**src/sv/trle_pkg.sv**
```systemverilog
// Shared types and constants of the Targa run-length pixel decoder.
package trle_pkg;

  localparam int unsigned CFG_INDEX_W = 2;
  localparam int unsigned CFG_DATA_W  = 2;

  // Configuration register indexes
  localparam logic [CFG_INDEX_W-1:0] REG_PIXEL_FORMAT = 2'd0;
  localparam logic [CFG_INDEX_W-1:0] REG_RLE_ENABLE   = 2'd1;

  // Pixel format codes
  localparam logic [1:0] FMT_GREY = 2'd0;
  localparam logic [1:0] FMT_555  = 2'd1;
  localparam logic [1:0] FMT_BGR  = 2'd2;
  localparam logic [1:0] FMT_BGRA = 2'd3;

  localparam logic [1:0] FMT_RESET = FMT_BGR;

  typedef struct packed {
    logic [7:0]  red;
    logic [7:0]  green;
    logic [7:0]  blue;
    logic [15:0] raw_value;
    logic [7:0]  repeat_res;
  } pixel_t;

endpackage

```
**src/sv/tga_rle_pixel_decoder_unit.sv**
```systemverilog
// Top level of the Targa image-body pixel decoder with run-length packet decoding.

// The block takes the image body of a Targa file one byte per transfer and
// returns one pixel transfer per completed pixel: 8-bit grey, 5-5-5, 24-bit
// BGR or 32-bit BGRA with the alpha byte dropped. With run-length decoding on,
// each packet opens with a header byte; a raw packet yields one pixel per
// stored pixel, a repeat packet yields a single pixel carrying its run length
// in repeat_res. Header bytes and bytes that do not complete a pixel yield
// nothing. Every byte is taken as it arrives, so the input sustains one byte per
// clock while it is not stalled; the limit is the update of the byte phase and
// packet counters. A two-entry output (result register plus skid register) keeps
// the input flowing while one result waits; the input stalls only when both
// entries are full. There is no clearing pass after reset. Write the
// configuration registers only while the block is idle; any write abandons a
// partly assembled pixel and any open packet.
module tga_rle_pixel_decoder_unit (
  input  logic                               clk,
  input  logic                               rst,
  // configuration write port
  input  logic                               cfg_we,
  input  logic [trle_pkg::CFG_INDEX_W-1:0]   cfg_index,
  input  logic [trle_pkg::CFG_DATA_W-1:0]    cfg_data,
  // byte input channel
  input  logic                               in_valid,
  output logic                               in_stall,
  input  logic [7:0]                         byte_in,
  // pixel output channel
  output logic                               out_valid,
  input  logic                               out_stall,
  output logic [7:0]                         red,
  output logic [7:0]                         green,
  output logic [7:0]                         blue,
  output logic [15:0]                        raw_value,
  output logic [7:0]                         repeat_res
);

  // Configuration
  logic [1:0] pixel_format;
  logic       rle_enable;

  // Stream state
  logic        expect_header, expect_header_next;
  logic [7:0]  raw_left, raw_left_next;
  logic        repeat_packet, repeat_packet_next;
  logic [7:0]  repeat_total, repeat_total_next;
  logic [1:0]  byte_phase, byte_phase_next;
  logic [23:0] held_bytes, held_bytes_next;

  // Output register and skid register
  trle_pkg::pixel_t out_pix, skid_pix, new_pix;
  logic             skid_valid;

  logic       accept;
  logic       produce;
  logic       take;
  logic       is_header;
  logic       pixel_done;
  logic [7:0] b0, b1, b2;
  logic [7:0] raw_left_dec;
  logic [7:0] hdr_count;

  assign in_stall = skid_valid;
  assign accept   = in_valid && !in_stall;
  assign take     = out_valid && !out_stall;

  assign is_header  = rle_enable && expect_header;
  assign hdr_count  = {1'b0, byte_in[6:0]} + 8'd1;
  // The pixel completes on the byte whose phase reaches the last position.
  assign pixel_done = !is_header && (byte_phase == pixel_format);
  assign produce    = accept && pixel_done;

  // Bytes of the pixel with the current byte merged in at its phase.
  assign b0 = (byte_phase == 2'd0) ? byte_in : held_bytes[7:0];
  assign b1 = (byte_phase == 2'd1) ? byte_in : held_bytes[15:8];
  assign b2 = (byte_phase == 2'd2) ? byte_in : held_bytes[23:16];

  assign raw_left_dec = (raw_left != 8'd0) ? raw_left - 8'd1 : raw_left;

  // Assemble the pixel fields.
  always_comb begin
    new_pix = '0;
    case (pixel_format) inside
      trle_pkg::FMT_GREY: begin
        new_pix.red       = b0;
        new_pix.green     = b0;
        new_pix.blue      = b0;
        new_pix.raw_value = {8'd0, b0};
      end
      trle_pkg::FMT_555: begin
        // bit 15 is kept only in the raw word
        new_pix.red       = {3'd0, b1[6:2]};
        new_pix.green     = {3'd0, b1[1:0], b0[7:5]};
        new_pix.blue      = {3'd0, b0[4:0]};
        new_pix.raw_value = {b1, b0};
      end
      trle_pkg::FMT_BGR, trle_pkg::FMT_BGRA: begin
        new_pix.red       = b2;
        new_pix.green     = b1;
        new_pix.blue      = b0;
        new_pix.raw_value = 16'd0;
      end
      default: begin
        new_pix.raw_value = 16'd0;
      end
    endcase
    new_pix.repeat_res = (rle_enable && repeat_packet) ? repeat_total : 8'd1;
  end

  // Next stream state for an accepted byte.
  always_comb begin
    expect_header_next = expect_header;
    raw_left_next      = raw_left;
    repeat_packet_next = repeat_packet;
    repeat_total_next  = repeat_total;
    byte_phase_next    = byte_phase;
    held_bytes_next    = held_bytes;
    if (is_header) begin
      // open a packet
      expect_header_next = 1'b0;
      byte_phase_next    = 2'd0;
      if (byte_in[7]) begin
        repeat_packet_next = 1'b1;
        repeat_total_next  = hdr_count;
        raw_left_next      = 8'd0;
      end else begin
        repeat_packet_next = 1'b0;
        repeat_total_next  = 8'd1;
        raw_left_next      = hdr_count;
      end
    end else begin
      // the alpha byte is never stored
      held_bytes_next = {b2, b1, b0};
      if (!pixel_done) begin
        byte_phase_next = byte_phase + 2'd1;
      end else begin
        byte_phase_next = 2'd0;
        if (rle_enable) begin
          if (repeat_packet) begin
            expect_header_next = 1'b1;
          end else begin
            raw_left_next = raw_left_dec;
            if (raw_left_dec == 8'd0) begin
              expect_header_next = 1'b1;
            end
          end
        end
      end
    end
  end

  // Configuration and stream state
  always_ff @(posedge clk) begin
    if (rst) begin
      pixel_format  <= trle_pkg::FMT_RESET;
      rle_enable    <= 1'b0;
      expect_header <= 1'b1;
      raw_left      <= 8'd0;
      repeat_packet <= 1'b0;
      repeat_total  <= 8'd1;
      byte_phase    <= 2'd0;
    end else if (cfg_we && (cfg_index == trle_pkg::REG_PIXEL_FORMAT ||
                            cfg_index == trle_pkg::REG_RLE_ENABLE)) begin
      if (cfg_index == trle_pkg::REG_PIXEL_FORMAT) begin
        pixel_format <= cfg_data[1:0];
      end else begin
        rle_enable <= cfg_data[0];
      end
      // drop any partial pixel and open packet
      expect_header <= 1'b1;
      raw_left      <= 8'd0;
      repeat_packet <= 1'b0;
      repeat_total  <= 8'd1;
      byte_phase    <= 2'd0;
    end else if (accept) begin
      expect_header <= expect_header_next;
      raw_left      <= raw_left_next;
      repeat_packet <= repeat_packet_next;
      repeat_total  <= repeat_total_next;
      byte_phase    <= byte_phase_next;
    end
  end

  // Held pixel bytes carry no reset.
  always_ff @(posedge clk) begin
    if (accept) begin
      held_bytes <= held_bytes_next;
    end
  end

  // Output and skid control: a new pixel goes straight to the output register
  // when it is free or being transferred, else it waits in the skid register.
  always_ff @(posedge clk) begin
    if (rst) begin
      out_valid  <= 1'b0;
      skid_valid <= 1'b0;
    end else if (produce) begin
      if (!out_valid || take) begin
        out_valid <= 1'b1;
      end else begin
        skid_valid <= 1'b1;
      end
    end else if (take) begin
      if (skid_valid) begin
        skid_valid <= 1'b0;
      end else begin
        out_valid <= 1'b0;
      end
    end
  end

  always_ff @(posedge clk) begin
    if (produce) begin
      if (!out_valid || take) begin
        out_pix <= new_pix;
      end else begin
        skid_pix <= new_pix;
      end
    end else if (take && skid_valid) begin
      out_pix <= skid_pix;
    end
  end

  assign red        = out_pix.red;
  assign green      = out_pix.green;
  assign blue       = out_pix.blue;
  assign raw_value  = out_pix.raw_value;
  assign repeat_res = out_pix.repeat_res;

`ifndef SYNTHESIS
  // The skid register only holds a pixel behind a waiting output.
  a_skid_behind_out: assert property (@(posedge clk) disable iff (rst)
    skid_valid |-> out_valid)
    else $error("skid register full while output register empty");

  // The skid register fills only when the output was stalled.
  a_skid_fill: assert property (@(posedge clk) disable iff (rst)
    $rose(skid_valid) |-> $past(out_valid && out_stall))
    else $error("skid register filled without an output stall");

  // The byte phase never runs past the last byte of a pixel.
  a_phase_range: assert property (@(posedge clk) disable iff (rst)
    byte_phase <= pixel_format)
    else $error("byte phase beyond pixel length");

  // A raw-packet count and a repeat packet never coexist.
  a_packet_kind: assert property (@(posedge clk) disable iff (rst)
    (raw_left != 8'd0) |-> !repeat_packet)
    else $error("raw count left open in a repeat packet");
`endif

endmodule
```
**config.mk**
```make
export PLATFORM = sky130hd
export DESIGN_NAME = tga_rle_pixel_decoder_unit
export DESIGN_NICKNAME = d
export VERILOG_FILES = /design/src/sv/trle_pkg.sv /design/src/sv/tga_rle_pixel_decoder_unit.sv
export SDC_FILE = /design/constraint.sdc
export NUM_CORES = 1
export LEC_CHECK = 0
export ABC_AREA = 1
export BUFFER_PORTS_ARGS = -buffer_cell sky130_fd_sc_hd__buf_4
export CAP_MARGIN = 0
export CORE_ASPECT_RATIO = 1.1
export CORE_MARGIN = 5
export CORE_UTILIZATION = 46
export DETAILED_ROUTE_END_ITERATION = 16
export PLACE_DENSITY = 0.65
export SLEW_MARGIN = 10
export SYNTH_ARGS = -nofsm -noshare
export SYNTH_HDL_FRONTEND = slang
export SYNTH_SLANG_ARGS = --single-unit
```
**constraint.sdc**
```tcl
create_clock -name clk -period 6 [get_ports clk]
set_input_delay 0.9 -clock clk [delete_from_list [all_inputs] [get_ports clk]]
set_output_delay 0.9 -clock clk [all_outputs]
set_load 0.02 [all_outputs]
```
==> results of run 1 <==
## worst max-delay path by stage
stage	startpoint	endpoint	cells past startpoint
final	in_valid	raw_value[13]	10
after global routing	in_valid	raw_value[9]	10
after CTS	in_valid	raw_value[13]	10
after detailed placement	in_valid	raw_value[13]	10
after global placement	in_valid	raw_value[9]	10
after floorplan	in_valid	blue[0]	9
## flip-flops by register name, summed over array words and instances (netlist names)
| signal | flops |
|---|---|
| held_bytes | 24 |
| in_stall | 1 |
| skid_pix | 48 |
| rle_enable | 1 |
| byte_phase | 2 |
| raw_left | 8 |
| raw_value | 16 |
| repeat_packet | 1 |
| expect_header | 1 |
| red | 8 |
| out_valid | 1 |
| pixel_format | 2 |
| green | 8 |
| blue | 8 |
| repeat_res | 8 |
| repeat_total | 8 |
## metal layers
| metal | share of wire, % | global-route usage (%) |
|---|---|---|
| met4 | 2.1 | 6.47 |
| met1 | 45 | 21.4 |
| met5 | 0 | 0 |
| met2 | 48 | 27.2 |
| met3 | 4.8 | 4.39 |
## worst min-delay path: stages (launching register included)
cell and delay (ns):
dfxtp_1 0.31, nand2_1 0.06, a21oi_1 0.05
## power by group
group,switching [mW],total [mW],internal (mW)
clock,0.366,0.880,0.514
sequential,0.0114,1.14,1.13
combinational,0.134,0.192,0.0586
total,0.511,2.21,1.70
## final cells by class
| cell class | count | share of cell area, % |
|---|---|---|
| tap | 188 | 3.11 |
| timing repair buffer | 69 | 6.85 |
| inverter | 73 | 3.62 |
| clock buffer | 21 | 5.82 |
| clock inverter | 10 | 0.612 |
| multi-input combinational | 415 | 25.7 |
| sequential | 145 | 54.3 |
## layout by cell type, fill, tap and decap left out, drive strengths merged
cell,count
ha,6
nor3,3
clkinvlp,1
a21oi,25
a221oi,3
o221ai,6
nand4,2
o21ai,35
a311oi,1
nor2,73
or2,1
clkinv,9
inv,73
a22oi,1
clkbuf,21
o211a,1
dfxtp,25
buf,69
o211ai,1
edfxtp,120
nand3,20
nand3b,5
a211oi,3
xor2,4
nand2,225
## cell families after synthesis
logic type | after synthesis | share of synthesized area [%]
xor+xnor | 4 | 0.544
compound gates | 76 | 7.17
fa+ha+maj | 6 | 1.17
flops | 145 | 63.7
buf+inv | 92 | 6.28
simple gates | 329 | 21.1
## through the flow
step | power [mW] | worst slack [ns] | cell area, um^2 | cells | hold WS (ns)
after global placement | 1.35 | 2.04 | 7070 | 890 | 0.458
final | 2.21 | 2.41 | 7560 | 921 | 0.473
after detailed placement | 1.35 | 1.95 | 7070 | 890 | 0.461
after CTS | 2.24 | 2.38 | 7560 | 921 | 0.471
after global routing | 2.31 | 2.14 | 7560 | 921 | 0.487
after floorplan | 1.29 | 1.46 | 6440 | 652 | 0.445
==> results.json, run 1 <==
{
  "synth_warnings": 0,
  "portBuffers": 66,
  "hold_start": "repeat_total[7]",
  "synth_top_area_cell": "edfxtp_1",
  "clock_latency_ns": 0.41,
  "cts_tree": "done",
  "avgSynthCellArea_um2": 9.88,
  "initial_core_util_pct": 46.7,
  "outcome": "finished clean",
  "synthesis.instances": 652,
  "slowest_stage": "nand2_1",
  "ys_async_sr_fraction_pct": 0,
  "hpwl_um": 9140,
  "required_ns": 6.28,
  "htreeDepth": 4,
  "crit_arrival_ns": 3.87,
  "critPathBufInv": 5,
  "tightest_slew_ns": 0.896,
  "viasPerCell": 4.91,
  "syn_to_final_growth_pct": 17.4,
  "synth_top_area_share_pct": 56.0,
  "dr.pass1.iters": 5,
  "ys_seq_area_share_pct": 63.7,
  "max_freq_mhz": 278,
  "clk_pin_slew_ns": 0.06,
  "synth.net_count": 675,
  "leakage_nw": 3.08,
  "grt_pass1_wl_um": 21400,
  "routed_wl_um": 13000,
  "num-fill-cells": 1229,
  "regToRegEndpoint": "raw_value[13]",
  "holdPathEnd": "repeat_total[7]",
  "synth_cell_types": 35,
  "grt_max_degree": 49,
  "critical-path-top-delay-family": "simple AND/OR/NAND/NOR gates",
  "yosys-top-cells-area": "edfxtp_1 56%, nand2_1 13%, dfxtp_1 7.8%",
  "grt_use_total_pct": 16.7,
  "min_period_ns": 3.59,
  "ir_drop_v": 0.000147,
  "ys_ff_latch": 145,
  "crit_type": "primary input to register",
  "seqCellArea_um2": 4100,
  "setup_viol": 0,
  "rows": 45,
  "wire_per_inst_um": 14.1,
  "critPathLaunchType": "primary input",
  "drive_gt1_share_pct": 17.2,
  "routed-via-count": 4526,
  "antenna_cells": 0,
  "synth_top_cells_by_count": "222 x nand2_1, 120 x edfxtp_1, 65 x nor2_1",
  "nets": 744,
  "die_height_um": 134,
  "drcViolationCount": 0,
  "die_area_um2": 16500,
  "p_per_area_nw_per_um2": 292,
  "r2r_cells": 9,
  "cp_slowest_stage_delay_ns": 0.74,
  "detail-route-antenna-nets": 0,
  "core-area_um2": 13800,
  "crit_top_cell": "nand2_1",
  "cts_buffers": 17,
  "slew_headroom_pct": 40.1,
  "yosysMostFrequentCell": "nand2_1",
  "crit_chain": "buf_4 -> inv_1 -> nor2_2 -> inv_2 -> nor2_4 -> nand2_1 -> buf_4 -> inv_2 -> nand2_1 -> nand2_1",
  "cp-end-kind": "register",
  "synth-edff-count": 120,
  "cp_max_fo": 43,
  "multiInputGateArea_um2": 1940,
  "utilization_pct": 54.8,
  "root_buffer": "clkbuf_16",
  "routabilityCongestion": 0.847,
  "cts_buffer_depth": 2,
  "netlist_area_um2": 6440,
  "period_share_pct": 59.9,
  "tns_ns": 0,
  "synth-main-ff-cell": "edfxtp_1",
  "maxSlewViolCount": 0,
  "hold_buffers": 0,
  "min_path_cells": 2,
  "drtIter0Drc": 327,
  "hold_path_class": "register to register",
  "reg2reg_slack_ns": 2.55,
  "r2r-start": "pixel_format[1]",
  "ios": 67,
  "cts_setup_buffers": 0,
  "maxCapViolations": 0,
  "cts_sinks": 145,
  "fp.dieW_um": 123,
  "antenna_found_initial": 0,
  "grt_pass1_vias": 4415,
  "overflow": 0,
  "clock-skew-final_ns": 0.00767,
  "rsz0062_at_grt": "false",
  "hold_violations": 0,
  "cts_resized": 0
}
Note: power is estimated with default switching activity, not from simulation.
==> inputs of run 2 (changes only) <==
--- a/config.mk
+++ b/config.mk
@@ -5,14 +5,14 @@
 export SDC_FILE = /design/constraint.sdc
 export NUM_CORES = 1
 export LEC_CHECK = 0
-export ABC_AREA = 1
+export ABC_AREA = 0
 export BUFFER_PORTS_ARGS = -buffer_cell sky130_fd_sc_hd__buf_4
 export CAP_MARGIN = 0
 export CORE_ASPECT_RATIO = 1.1
 export CORE_MARGIN = 5
 export CORE_UTILIZATION = 46
 export DETAILED_ROUTE_END_ITERATION = 16
-export PLACE_DENSITY = 0.65
+export PLACE_DENSITY = 0.67
 export SLEW_MARGIN = 10
 export SYNTH_ARGS = -nofsm -noshare
 export SYNTH_HDL_FRONTEND = slang
==> constraint.sdc (replaced) <==
create_clock -name clk -period 3 [get_ports clk]
set_input_delay 0.45 -clock clk [delete_from_list [all_inputs] [get_ports clk]]
set_output_delay 0.45 -clock clk [all_outputs]
set_load 0.02 [all_outputs]
==> results.json, run 2 <==
{
  "p_per_area_nw_per_um2": 643,
  "outcome": "finished clean",
  "required_ns": 3.17,
  "maxCapViolations": 0,
  "die_area_um2": 16500,
  "antenna_found_initial": 0,
  "fp.dieW_um": 123,
  "grt_use_total_pct": 17.3,
  "critPathLaunchType": "register",
  "slowest_stage": "mux2i_1",
  "most-common-layout-cells": "120 x edfxtp_1, 72 x buf_4, 49 x nor2_1",
  "clock_latency_ns": 0.42,
  "dr.pass1.iters": 5,
  "hold_violations": 0,
  "synth-edff-count": 120,
  "netlist_area_um2": 6440,
  "regMostFlops": "skid_pix",
  "cp-end-kind": "register",
  "detail-route-antenna-nets": 0,
  "rows": 45,
  "place_inst": 713,
  "routabilityCongestion": 0.815,
  "crit_type": "register to register",
  "r2r_cells": 6,
  "avgSynthCellArea_um2": 13.6,
  "cp_max_fo": 8,
  "r2r-start": "byte_phase[0]",
  "core-area_um2": 13800,
  "clk_pin_slew_ns": 0.06,
  "crit_top_cell": "mux2_2",
  "drtIter0Drc": 337,
  "hold_start": "rst",
  "grt_pass1_vias": 4025,
  "overflow": 0,
  "synthesis.instances": 475,
  "hpwl_um": 8990,
  "hold_buffers": 0,
  "ios": 67,
  "cts_buffer_depth": 2,
  "min_period_ns": 2.62,
  "yosys-top-cells-area": "edfxtp_1 56%, dfxtp_1 7.8%, mux2_2 4.7%",
  "slew_headroom_pct": 46.2,
  "critical-path-top-delay-family": "multiplexers",
  "crit_arrival_ns": 2.80,
  "ys_seq_area_share_pct": 63.8,
  "cts_resized": 0,
  "cts_sinks": 145,
  "hold_path_class": "primary input to register",
  "min_path_cells": 2,
  "synth_cell_types": 40,
  "maxSlewViolCount": 0,
  "regToRegEndpoint": "green[2]",
  "nets": 567,
  "drcViolationCount": 0,
  "synth_top_cells_by_count": "120 x edfxtp_1, 50 x nor2_1, 27 x mux2_2",
  "reg2reg_slack_ns": 0.38,
  "grt_max_degree": 49,
  "yosysMostFrequentCell": "edfxtp_1",
  "crit_chain": "inv_1 -> ha_1 -> mux2i_1 -> a21oi_1 -> mux2_2 -> mux2_2",
  "cp_slowest_stage_delay_ns": 0.73,
  "holdPathEnd": "out_valid",
  "instances_no_fill": 745,
  "largest_reg_flops": 48,
  "wire_per_inst_um": 17.9,
  "initial_core_util_pct": 46.7,
  "critPathBufInv": 1,
  "antenna_cells": 0,
  "die_height_um": 134,
  "cts_tree": "done",
  "cts_setup_buffers": 0,
  "setup_viol": 0,
  "root_buffer": "clkbuf_16",
  "period_share_pct": 87.4,
  "portBuffers": 66,
  "htreeDepth": 4,
  "leakage_nw": 3.00,
  "utilization_pct": 56.5,
  "layout_commonest_cell": "edfxtp_1",
  "cts_buffers": 17,
  "synth.net_count": 498,
  "synth_top_area_cell": "edfxtp_1",
  "drive_gt1_share_pct": 28.7,
  "rsz0062_at_grt": "false",
  "routed_wl_um": 13400,
  "grt_pass1_wl_um": 21600,
  "ir_drop_v": 0.000384,
  "max_freq_mhz": 381,
  "viasPerCell": 5.29,
  "synth_warnings": 0,
  "ys_async_sr_fraction_pct": 0,
  "syn_to_final_growth_pct": 21.0,
  "tightest_slew_ns": 0.785,
  "clock-skew-final_ns": 0.00573,
  "synth_top_area_share_pct": 56.0,
  "ys_ff_latch": 145,
  "routed-via-count": 3940,
  "synth-main-ff-cell": "edfxtp_1"
}
[run 2: changes by cell type after synthesis, sizes merged, moves of 11 or more]
cell	change
and3	+12
mux2	+57
mux2i	+18
a21oi	-12
nand3	-11
inv	-50
nand2	-200
nor2	-23
clkbuf	+12
o21ai	-25
[run 2: worst reg2reg max path, delay by kind of cell, from the launching register on]
family / cells / cell delay (ns)
muxes: 3 / 1.29
adders and majority gates: 1 / 0.45
DFF: 1 / 0.33
AOI/OAI and AO/OA: 1 / 0.18
buffers and inverters: 1 / 0.12
[run 2: metal layers]
| layer | track usage [%] | routed length [um] |
|---|---|---|
| met5 | 0 | 0 |
| met3 | 5.36 | 737 |
| met4 | 7.65 | 346 |
| met1 | 22.2 | 5950 |
| met2 | 26.9 | 6340 |
[run 2: cell type report]
cell class	count	area, um^2
multi-input cells	284	2150
well taps	188	235
clock inverters	15	230
clock buffers	17	425
repair buffers	73	561
flip-flops and latches	145	4110
inverters	23	86.3
fillers	1118	6010
[run 2: how the worst max path moves through the flow]
stage | start | to | slack (ns) | cells after the start
floorplan | expect_header | blue[0] | -0.17 | 6
global placement | byte_phase[0] | green[2] | 0.46 | 6
detailed placement | byte_phase[0] | green[2] | 0.35 | 6
CTS | byte_phase[0] | green[2] | 0.41 | 6
global route | byte_phase[0] | green[2] | 0.25 | 6
finish | byte_phase[0] | green[2] | 0.38 | 6
[run 2: logic make-up (layout without fill, tap and decap cells)]
kind of cell / count (synthesis) / count (layout) / synth area share (%)
adders and majority gates: 6 / 6 / 1.17
buffers and inverters: 46 / 128 / 3.40
DFF: 145 / 145 / 63.8
and+or+nand+nor: 126 / 126 / 9.27
AOI/OAI and AO/OA: 65 / 65 / 6.84
muxes: 75 / 75 / 13.9
xor gates and xnor gates: 12 / 12 / 1.63
[run 2: metrics by stage]
stage	TNS (ns)	setup WS [ns]	hold slack [ns]	total power [mW]	area (um^2)
2_1_floorplan	-8.38	-0.175	0.428	2.59	6490
5_1_grt	0	0.253	0.219	5.18	7790
6_report	0	0.378	0.232	5.01	7790
3_5_place_dp	0	0.347	0.445	2.72	7130
3_3_place_gp	0	0.459	0.440	2.71	7130
4_1_cts	0	0.406	0.209	5.04	7790
[run 2: report_power, final]
part / switching [mW] / leakage, nW / internal (mW)
combinational: 0.249 / 1.37 / 0.162
sequential: 0.0203 / 1.32 / 2.25
clock: 0.842 / 0.310 / 1.48
total: 1.11 / 3.00 / 3.89
==> inputs of run 3 (changes only) <==
--- a/config.mk
+++ b/config.mk
@@ -8,11 +8,13 @@
 export ABC_AREA = 0
 export BUFFER_PORTS_ARGS = -buffer_cell sky130_fd_sc_hd__buf_4
 export CAP_MARGIN = 0
+export CELL_PAD_IN_SITES_DETAIL_PLACEMENT = 0
+export CELL_PAD_IN_SITES_GLOBAL_PLACEMENT = 1
 export CORE_ASPECT_RATIO = 1.1
 export CORE_MARGIN = 5
-export CORE_UTILIZATION = 46
+export CORE_UTILIZATION = 44
 export DETAILED_ROUTE_END_ITERATION = 16
-export PLACE_DENSITY = 0.67
+export PLACE_DENSITY = 0.76
 export SLEW_MARGIN = 10
 export SYNTH_ARGS = -nofsm -noshare
 export SYNTH_HDL_FRONTEND = slang
==> results.json, run 3 (synthesized netlist as in run 2, its figures left out) <==
{
  "outcome": "finished clean",
  "cp_slowest_stage_delay_ns": 0.71,
  "ios": 67,
  "period_share_pct": 86.6,
  "routed.top_layer": "met4",
  "setup_viol": 0,
  "leakage_nw": 2.95,
  "cts_buffer_depth": 2,
  "m1WireLength_um": 6190,
  "fp.dieW_um": 125,
  "routed-via-count": 3888,
  "hold_path_class": "primary input to register",
  "root_buffer": "clkbuf_16",
  "routabilityCongestion": 0.828,
  "setup_ws_ns": 0.401,
  "cts_tree": "done",
  "clk_pin_slew_ns": 0.06,
  "power_frac_clock_pct": 42.2,
  "slew_headroom_pct": 48.1,
  "cts_resized": 0,
  "cp-end-kind": "register",
  "tightest_slew_ns": 0.757,
  "multiInputGateArea_um2": 2150,
  "wire_per_inst_um": 18.0,
  "cts_setup_buffers": 0,
  "comb_power_share_pct": 8.9,
  "regMostFlops": "skid_pix",
  "overflow": 0,
  "die_height_um": 137,
  "p_per_area_nw_per_um2": 604,
  "cp_max_fo": 8,
  "initial_core_util_pct": 44.7,
  "cts_buffers": 17,
  "hold_buffers": 0,
  "viasPerCell": 5.19,
  "max_freq_mhz": 385,
  "num-fill-cells": 1240,
  "grt_pass1_vias": 3868,
  "drive_gt1_share_pct": 27.1,
  "p_sw_mw": 1.02,
  "clock_latency_ns": 0.42,
  "grt_max_degree": 37,
  "layout_commonest_cell": "edfxtp_1",
  "wl_met3_um": 642,
  "rows": 46,
  "min_period_ns": 2.60,
  "antenna_found_initial": 0,
  "p_int_mw": 3.62,
  "die_area_um2": 17200,
  "crit_arrival_ns": 2.77,
  "maxCapViolations": 0,
  "cts_sinks": 145,
  "routed_wl_um": 13500,
  "place_inst": 718,
  "seqCellArea_um2": 4110,
  "largest_reg_flops": 48,
  "hpwl_um": 9130,
  "dr.pass1.iters": 5,
  "core-area_um2": 14400,
  "pwr-share-seq_pct": 48.9,
  "detail-route-antenna-nets": 0,
  "total_power_mw": 4.64,
  "swShare_pct": 22.1,
  "drtIter0Drc": 385,
  "antenna_cells": 0,
  "critPathLaunchType": "register",
  "most-common-layout-cells": "120 x edfxtp_1, 73 x buf_4, 49 x nor2_1",
  "dp_slack_ns": 0.415,
  "maxSlewViolCount": 0,
  "crit_chain": "inv_1 -> ha_1 -> mux2i_1 -> a21oi_1 -> mux2_2 -> mux2_2",
  "htreeDepth": 4,
  "slowest_stage": "mux2i_1",
  "required_ns": 3.17,
  "rsz0062_at_grt": "false",
  "route.met2.wl_um": 6460,
  "portBuffers": 66,
  "crit_type": "register to register",
  "drcViolationCount": 0,
  "crit_top_cell": "mux2_2",
  "instances_no_fill": 749,
  "syn_to_final_growth_pct": 19.3,
  "clock-skew-final_ns": 0.0130,
  "hold_violations": 0,
  "grt_use_total_pct": 16.3,
  "ir_drop_v": 0.000317,
  "nets": 568,
  "grt_pass1_wl_um": 21300
}
[run 3: power groups by stage]
stage	combinational [mW]	clock, mW	sequential (mW)
floorplan	0.262	0	2.33
global placement	0.407	0	2.31
detailed placement	0.413	0	2.31
CTS	0.415	1.99	2.27
global route	0.451	2.09	2.27
finish	0.412	1.96	2.27
[run 3: layout make-up]
cell class	instances	share of cell area (%)
flip-flops and latches	145	53.4
multi-input cells	284	27.9
repair buffers	74	7.39
clock buffers	23	5.83
well taps	192	3.13
clock inverters	8	1.16
inverters	23	1.12
[run 3: path summary, 6_finish.rpt]
path	from	end	slack, ns	depth (start not counted)
worst max register to register	byte_phase[0]	green[0]	0.40	6
worst min-delay path	rst	pixel_format[0]	0.22	2
worst max-delay path	byte_phase[0]	green[0]	0.40	6
worst min register to register	repeat_total[2]	repeat_total[2]	0.45	2
[run 3: critical path, delay by kind of cell, from the launching register on]
| family | cells | cell delay, ns |
|---|---|---|
| flip-flops | 1 | 0.33 |
| buffers and inverters | 1 | 0.12 |
| AO/OA/AOI/OAI | 1 | 0.15 |
| adder cells (fa/ha/maj) | 1 | 0.47 |
| multiplexers | 3 | 1.27 |
[run 3: per-stage QoR]
stage	setup TNS [ns]	util, %	area (um^2)	hold slack, ns
2_1_floorplan	-8.38	-	6490	0.428
3_3_place_gp	0	49.7	7150	0.437
3_5_place_dp	0	49.7	7150	0.444
4_1_cts	0	53.4	7680	0.206
5_1_grt	0	53.4	7680	0.223
6_report	0	53.4	7680	0.223
[run 3: routing by layer]
layer,vias to the layer above,GRT usage [%]
met5,-,0
met4,0,6.39
met3,14,4.14
met2,103,25.9
met1,1884,21.8
li1,1887,-
